`config.mk`:
```
export PLATFORM = sky130hd
export DESIGN_NAME = acr_prep
export DESIGN_NICKNAME = d
export VERILOG_FILES = /design/src/sv/acr_pkg.sv /design/src/sv/acr_prep.sv
export SDC_FILE = /design/constraint.sdc
export NUM_CORES = 2
export LEC_CHECK = 0
export ABC_AREA = 1
export BUFFER_PORTS_ARGS = -buffer_cell sky130_fd_sc_hd__buf_4
export CORE_MARGIN = 4
export CORE_UTILIZATION = 45
export DETAILED_ROUTE_END_ITERATION = 16
export GPL_TIMING_DRIVEN = 0
export PLACE_DENSITY = 0.6
export RECOVER_POWER = 25
export SLEW_MARGIN = 20
export SYNTH_ARGS = -nofsm -noshare
export SYNTH_HDL_FRONTEND = slang
export SYNTH_SLANG_ARGS = --single-unit
```
`constraint.sdc`:
```
create_clock -name clk -period 10 [get_ports clk]
set_input_delay 0.5 -clock clk [delete_from_list [all_inputs] [get_ports clk]]
set_output_delay 0.5 -clock clk [all_outputs]
set_load 0.01 [all_outputs]
```
`src/sv/acr_pkg.sv`:
```
// Shared constants and types for the arc center block.
// No dependencies; the files that use it refer to it by scoped names.
package acr_pkg;

  localparam int unsigned RADIUS_WIDTH = 20;

  typedef struct packed {
    logic ccw;
    logic invalid;
  } arc_flags_t;

endpackage

```
`src/sv/acr_prep.sv`:
```
// Front end: chord, squared chord length, radius check and divider operands.
// Three register stages. Depends on acr_pkg.
module acr_prep #(
  parameter int COORD_WIDTH = 21,
  parameter int FRAC_W      = 24
) (
  input  logic                                 clk,
  input  logic                                 rst_n,
  input  logic                                 en,
  input  logic                                 vld_i,
  input  logic signed [COORD_WIDTH-1:0]        start_x,
  input  logic signed [COORD_WIDTH-1:0]        start_y,
  input  logic signed [COORD_WIDTH-1:0]        end_x,
  input  logic signed [COORD_WIDTH-1:0]        end_y,
  input  logic [acr_pkg::RADIUS_WIDTH-1:0]     radius,
  input  logic                                 ccw,
  output logic                                 vld_o,
  output logic [2*(acr_pkg::RADIUS_WIDTH+1)+2*FRAC_W-1:0] num_o,
  output logic [2*(acr_pkg::RADIUS_WIDTH+1)-1:0]          den_o,
  output logic [$bits(acr_pkg::arc_flags_t)+2*(COORD_WIDTH+1)-1:0] side_o
);
  localparam int RB    = acr_pkg::RADIUS_WIDTH;
  localparam int DW    = COORD_WIDTH + 1;
  localparam int XW    = RB + 2;
  localparam int SQ_W  = 2 * (RB + 1);
  localparam int NUM_W = SQ_W + 2 * FRAC_W;
  localparam logic signed [63:0] LIM = 64'sd1 <<< (RB + 1);

  // stage A: chord and range check
  logic signed [DW-1:0] dx_nxt, dy_nxt;
  logic                 rng_nxt;
  logic                 a_vld_r, a_rng_r, a_ccw_r;
  logic signed [DW-1:0] a_dx_r, a_dy_r;
  logic [RB-1:0]        a_rad_r;

  assign dx_nxt  = DW'(end_x) - DW'(start_x);
  assign dy_nxt  = DW'(end_y) - DW'(start_y);
  assign rng_nxt = (64'(dx_nxt) > -LIM) && (64'(dx_nxt) < LIM) &&
                   (64'(dy_nxt) > -LIM) && (64'(dy_nxt) < LIM);

  always_ff @(posedge clk) begin
    if (!rst_n) begin
      a_vld_r <= 1'b0;
    end else if (en) begin
      a_vld_r <= vld_i;
    end
  end

  always_ff @(posedge clk) begin
    if (en) begin
      a_dx_r  <= dx_nxt;
      a_dy_r  <= dy_nxt;
      a_rng_r <= rng_nxt;
      a_rad_r <= radius;
      a_ccw_r <= ccw;
    end
  end

  // stage B: squares
  logic signed [XW-1:0]   dxn, dyn;
  logic signed [2*XW-1:0] sqx_full, sqy_full;
  logic [2*RB-1:0]        r2_nxt;
  logic                   b_vld_r, b_rng_r, b_ccw_r;
  logic signed [DW-1:0]   b_dx_r, b_dy_r;
  logic [SQ_W-1:0]        b_sqx_r, b_sqy_r;
  logic [2*RB-1:0]        b_r2_r;

  assign dxn      = XW'(a_dx_r);
  assign dyn      = XW'(a_dy_r);
  assign sqx_full = dxn * dxn;
  assign sqy_full = dyn * dyn;
  assign r2_nxt   = a_rad_r * a_rad_r;

  always_ff @(posedge clk) begin
    if (!rst_n) begin
      b_vld_r <= 1'b0;
    end else if (en) begin
      b_vld_r <= a_vld_r;
    end
  end

  always_ff @(posedge clk) begin
    if (en) begin
      b_dx_r  <= a_dx_r;
      b_dy_r  <= a_dy_r;
      b_rng_r <= a_rng_r;
      b_ccw_r <= a_ccw_r;
      b_sqx_r <= sqx_full[SQ_W-1:0];
      b_sqy_r <= sqy_full[SQ_W-1:0];
      b_r2_r  <= r2_nxt;
    end
  end

  // stage C: d, validity, divider operands
  logic [SQ_W:0]       d_sum;
  logic [SQ_W-1:0]     four_r2, diff;
  logic                ok;
  acr_pkg::arc_flags_t flags_nxt;
  logic                c_vld_r;
  logic [NUM_W-1:0]    c_num_r;
  logic [SQ_W-1:0]     c_den_r;
  logic [$bits(acr_pkg::arc_flags_t)+2*DW-1:0] c_side_r;

  assign d_sum   = (SQ_W+1)'(b_sqx_r) + (SQ_W+1)'(b_sqy_r);
  assign four_r2 = {b_r2_r, 2'b00};
  assign ok      = b_rng_r && (d_sum != '0) && ((SQ_W+1)'(four_r2) > d_sum);
  assign diff    = four_r2 - d_sum[SQ_W-1:0];
  assign flags_nxt.ccw     = b_ccw_r;
  assign flags_nxt.invalid = !ok;

  always_ff @(posedge clk) begin
    if (!rst_n) begin
      c_vld_r <= 1'b0;
    end else if (en) begin
      c_vld_r <= b_vld_r;
    end
  end

  always_ff @(posedge clk) begin
    if (en) begin
      c_num_r  <= ok ? {diff, {(2*FRAC_W){1'b0}}} : '0;
      c_den_r  <= ok ? d_sum[SQ_W-1:0] : '0;
      c_side_r <= {flags_nxt, b_dx_r, b_dy_r};
    end
  end

  assign vld_o  = c_vld_r;
  assign num_o  = c_num_r;
  assign den_o  = c_den_r;
  assign side_o = c_side_r;
endmodule

```
Word level (Yosys, flattened, before mapping):

Index checks and enable logic that the tools add are counted.

* $add $sub $neg: 4
* multiply operators: 3
* magnitude comparators: 5
* reduce and logical (&&, ||, !) cells: 7

Operator list (count)
* 22-bit by 22-bit multiplier with 42-bit output: 2
* 22-bit by 23-bit < comparator with 1-bit output (second input constant): 2
* 22-bit greater-than comparator (second input constant): 2
* 21-bit by 21-bit subtractor with 22-bit output: 2
* 42-bit by 42-bit adder with 43-bit output: 1
* 42-bit by 43-bit greater-than comparator with 1-bit output: 1
* 43-bit nonzero test: 1
* 42-bit subtractor: 1
* 20-bit by 20-bit multiplier with 40-bit output: 1
* 1-bit logical AND: 5
* 1-bit logical NOT: 1

* flip-flop bits (word level): 417
* bits of input ports: 109
* output and inout bits: 179
* word-level logic and storage cells: 38

Longest topological paths before layout:

* word-level depth: 5
* depth in mapped cells: 31
* gate-level depth less buffers: 30

Worst setup path after synthesis:

No wires, ideal clock.

* path kind: register to register
* from: register a_dx_r[21]
* to: register b_sqx_r[39], data pin
* setup time: 259 ps
* data arrival time: 6497 ps
* data required time: 9741 ps
* slack: 3244 ps
* cell stages (with the launch flop): 25
* buffers on the path: 2
* period minus slack after synthesis: 6756 ps
* path through: edfxtp_1 clkbuf_1 buf_1 nand2_1 inv_1 fa_1 fa_1 fa_1 inv_1 fa_1 fa_1 inv_1 fa_1 inv_1 fa_1 inv_1 ha_1 nand2_1 nor2_1 inv_1 nor4_1 o21ai_0 nand3_1 a31oi_1 xnor2_1

* longest elaborated chain between the ends: 1

Ends and longest elaborated chain
* start: declaration: RTL line acr_prep.sv:33 `logic signed [DW-1:0] a_dx_r, a_dy_r;`
* start signal: assignment: RTL line acr_prep.sv:51 `a_dx_r <= dx_nxt;`
* 22-bit by 22-bit multiplier with 42-bit output: RTL line acr_prep.sv:70 `assign sqx_full = dxn * dxn;`
* via sqx_full[39]: RTL line acr_prep.sv:61 `logic signed [2*XW-1:0] sqx_full, sqy_full;`
* end signal: assignment: RTL line acr_prep.sv:88 `b_sqx_r <= sqx_full[SQ_W-1:0];`
* end: declaration: RTL line acr_prep.sv:65 `logic [SQ_W-1:0] b_sqx_r, b_sqy_r;`

The timed path passes the listed nets, and every way through them passes these cells.
A chain may end at the register's enable or synchronous reset.

Worst setup path in the final report:

Same ends and word-level chain as after synthesis.

==> summary.md <==
| Metric | Value |
|---|---|
| Setup Skew | `24.84 ps` |
| Horiz. Die Dim | `382.6 um` |
| Growth of design area from synthesis to finish | `9.836%` |
| Number of buffers created by CTS | `49` |
| Startpoint types | `flip-flop` |
| Count of input and output buffers | `239` |
| Detailed-route vias per instance | `5.022` |
| Via count | `47,250` |
| Clock tree from TritonCTS | `yes` |
| Worst-path cell with the longest stage delay | `fa_1` |
| Dpl hpwl | `152,100 um` |
| Crit path capture type | `flip-flop` |
| Async SR Flop Fraction | `0%` |
| Final routed wire length divided by cell count | `19.02 um` |
| Number of synthesized register bits | `363` |
| Gate Count Post-Synth | `7,135` |
| Slew Limit Fails | `277` |
| Flip-flop cell with the highest count after synthesis | `edfxtp_1` |
| Sequential-to-total area share from yosys stat | `17.22%` |
| Cells along the critical path | `clkbuf_1, buf_1, nand2_1, inv_1, fa_1, fa_1, fa_1, inv_1, fa_1, fa_1, inv_1, fa_1, inv_1, fa_1, inv_1, ha_1, nand2_1, nor2_1, inv_1, nor4_1, o21ai_0, nand3_1, a31oi_1, xnor2_1` |
| Violations in the final reports | `max-capacitance violations, max-slew violations` |
| Final-report hold violation count | `0` |
| # nets final | `9,313` |
| Largest net degree at the start of global routing | `95` |
| Number of setup violations in the final report | `0` |
| Number of optimization iterations in the first detailed-route pass | `6` |
| Clock sink count | `363` |
| Period utilisation layout | `89.19%` |
| Global routing usage summed across all routing layers | `24.98%` |
| Number of antenna violations at the first check in global routing | `4` |
| Tightest Pin Transition | `4791 ps` |
| Clk_lat worst skew | `640 ps` |
| WP data arrival | `9310 ps` |
| Dominant cell type by count on the critical path | `fa_1` |
| Status | `finished, violations left` |
| Number of DRC markers in iteration 0 | `3,674` |
| Max-slew headroom at the worst pin | `-219.4%` |
| Count of pins on the block boundary | `288` |
| Post-CTS setup buffer count | `0` |
| Critical Path Max Stage Delay | `930 ps` |
| Synthesized area per cell | `8.850 um^2` |
| Remaining design rule violation count | `0` |
| Number of nets with antenna violations after detailed routing | `0` |
| Clock root cell | `clkbuf_16` |
| Vias in the first global route | `49,220` |
| Worst hold path type | `in -> reg` |
| Setup CP Type | `reg -> reg` |
| Core Rows | `137` |
| Total Die Area | `0.1464 mm^2` |
| Maximum clock insertion buffer count | `3` |
| Ratio of cells with drive above 1 in the final layout | `5.843%` |
| Chip height | `382.6 um` |
| Mapped cell area | `0.06314 mm^2` |
| Aggregate global routing overflow | `0` |
| Shortest period the worst path allows | `8919 ps` |
| Max Freq | `112.1 MHz` |
| Drt total wl | `178,900 um` |
| Unrepaired setup endpoints after global routing | `no` |
| Area of the core | `0.1395 mm^2` |
| Post-synth EDFFs | `360` |
| Aggregate negative setup slack | `0 ps` |
| Depth of the CTS H-tree | `2` |
| MaxCap Viol Count | `4` |
| First-pass GRT wire length | `280,800 um` |
| Critical-path maximum fanout | `10` |
| Initial Utilization | `45.25%` |
| Synth cell types | `53` |
| RD Place Congestion | `0.9657` |
| Clock-pin slew of the registers on the worst-case setup and hold paths | `70 ps` |
| Yosys warnings | `0` |
| Required time of the critical path | `10,390 ps` |
-- cell usage after synthesis, types with 26 or more instances --
cell / instances / share of area (%)
nand4_1: 42 / 0.42
nand3_1: 128 / 1.0
o21ai_0: 159 / 1.3
xor2_1: 142 / 2.0
clkbuf_1: 116 / 0.69
a31oi_1: 41 / 0.41
a21oi_1: 278 / 2.2
inv_1: 2070 / 12
nor3_1: 27 / 0.21
ha_1: 557 / 11
xnor2_1: 103 / 1.4
nand2_1: 1267 / 7.5
fa_1: 1158 / 37
o21bai_1: 26 / 0.31
edfxtp_1: 360 / 17
buf_4: 50 / 0.59
nor2_1: 415 / 2.5
-- path summary, 6_finish.rpt --
path | cells after the start | to | startpoint | slack, ps
max | 24 | b_sqx_r[39] | a_dx_r[21] | 1080
min | 1 | a_rad_r[12] | radius[12] | 60
max reg2reg | 24 | b_sqx_r[39] | a_dx_r[21] | 1080
min reg2reg | 0 | b_rng_r | a_rng_r | 410
-- kinds of logic after synthesis --
family / count (synthesis) / share of synthesized area, %
compound gates: 592 / 5.237
xor+xnor: 251 / 3.553
fa+ha+maj: 1715 / 47.75
buf+inv: 2266 / 13.86
flops: 363 / 17.22
other cells: 1 / 0.005939
simple gates: 1947 / 12.38
-- state kept, by name (all words and copies together), names as in the netlist, 22 cells and up --
signal and cells:
a_dy_r 22, a_dx_r 22, b_dy_r 22, b_sqx_r 40, b_r2_r 39, side_o 46
num_o 42, b_dx_r 22, den_o 41, b_sqy_r 40
-- repair_timing --
| item | 4_1_cts | 5_1_grt |
|---|---|---|
| hold buffers | 13 | 0 |
| hold endpoints to repair | 13 | 0 |
| resized for setup | 0 | 0 |
-- area by class of cell --
| class | instances | area [um^2] |
|---|---|---|
| repair buffers | 256 | 1956 |
| inverters | 2073 | 7781 |
| clock inverters | 38 | 439.2 |
| multi-input cells | 4553 | 43700 |
| well taps | 1876 | 2347 |
| clock buffers | 54 | 1287 |
| diodes | 2 | 5.005 |
| plain buffers | 193 | 969.7 |
| fillers | 13550 | 70180 |
| flip-flops and latches | 363 | 10870 |
-- stage by stage --
stage	utilization [%]	area (um^2)	worst slack (ps)	std cells	hold slack (ps)
final	49.71	69350	1081	9408	63.20
after CTS	49.76	69440	1158	9406	0.2553
after global placement	48.35	67460	1132	9297	400.4
after global routing	49.70	69350	629.9	9406	36.83
after floorplan	-	63320	3244	7182	400.3
after detailed placement	48.43	67580	1206	9301	404.5
-- metal layers --
layer | track usage, % | vias to the layer above | part of all wire (%)
met1 | 35.91 | 23590 | 44
met4 | 5.992 | 0 | 2.6
met2 | 39.61 | 1583 | 45
li1 | - | 21870 | -
met5 | 0 | - | 0
met3 | 4.200 | 211 | 7.9
-- placed cells by master (no fill, tap or decap), types with 22 or more instances in the layout --
cell type	count
a21o_1	23
a21oi_1	278
a31oi_1	41
buf_4	265
clkbuf_1	124
clkbuf_16	51
clkbuf_4	22
conb_1	48
edfxtp_1	360
fa_1	1158
ha_1	557
inv_1	2070
nand2_1	1267
nand3_1	128
nand4_1	42
nor2_1	415
nor3_1	27
o21ai_0	159
o21bai_1	26
xnor2_1	103
xor2_1	142
-- worst max-delay path, delay by kind of cell, from the launching register on --
kind	cells	cell delay (ps)
adders and majority gates	8	4440
buffers and inverters	8	1810
and+or+nand+nor	5	1410
DFF	1	450
AOI/OAI and AO/OA	2	370
xor gates and xnor gates	1	160
Power is left out: the tool's default activity adds up to more than one toggle a clock period on the data nets, which glitch-free logic cannot reach.
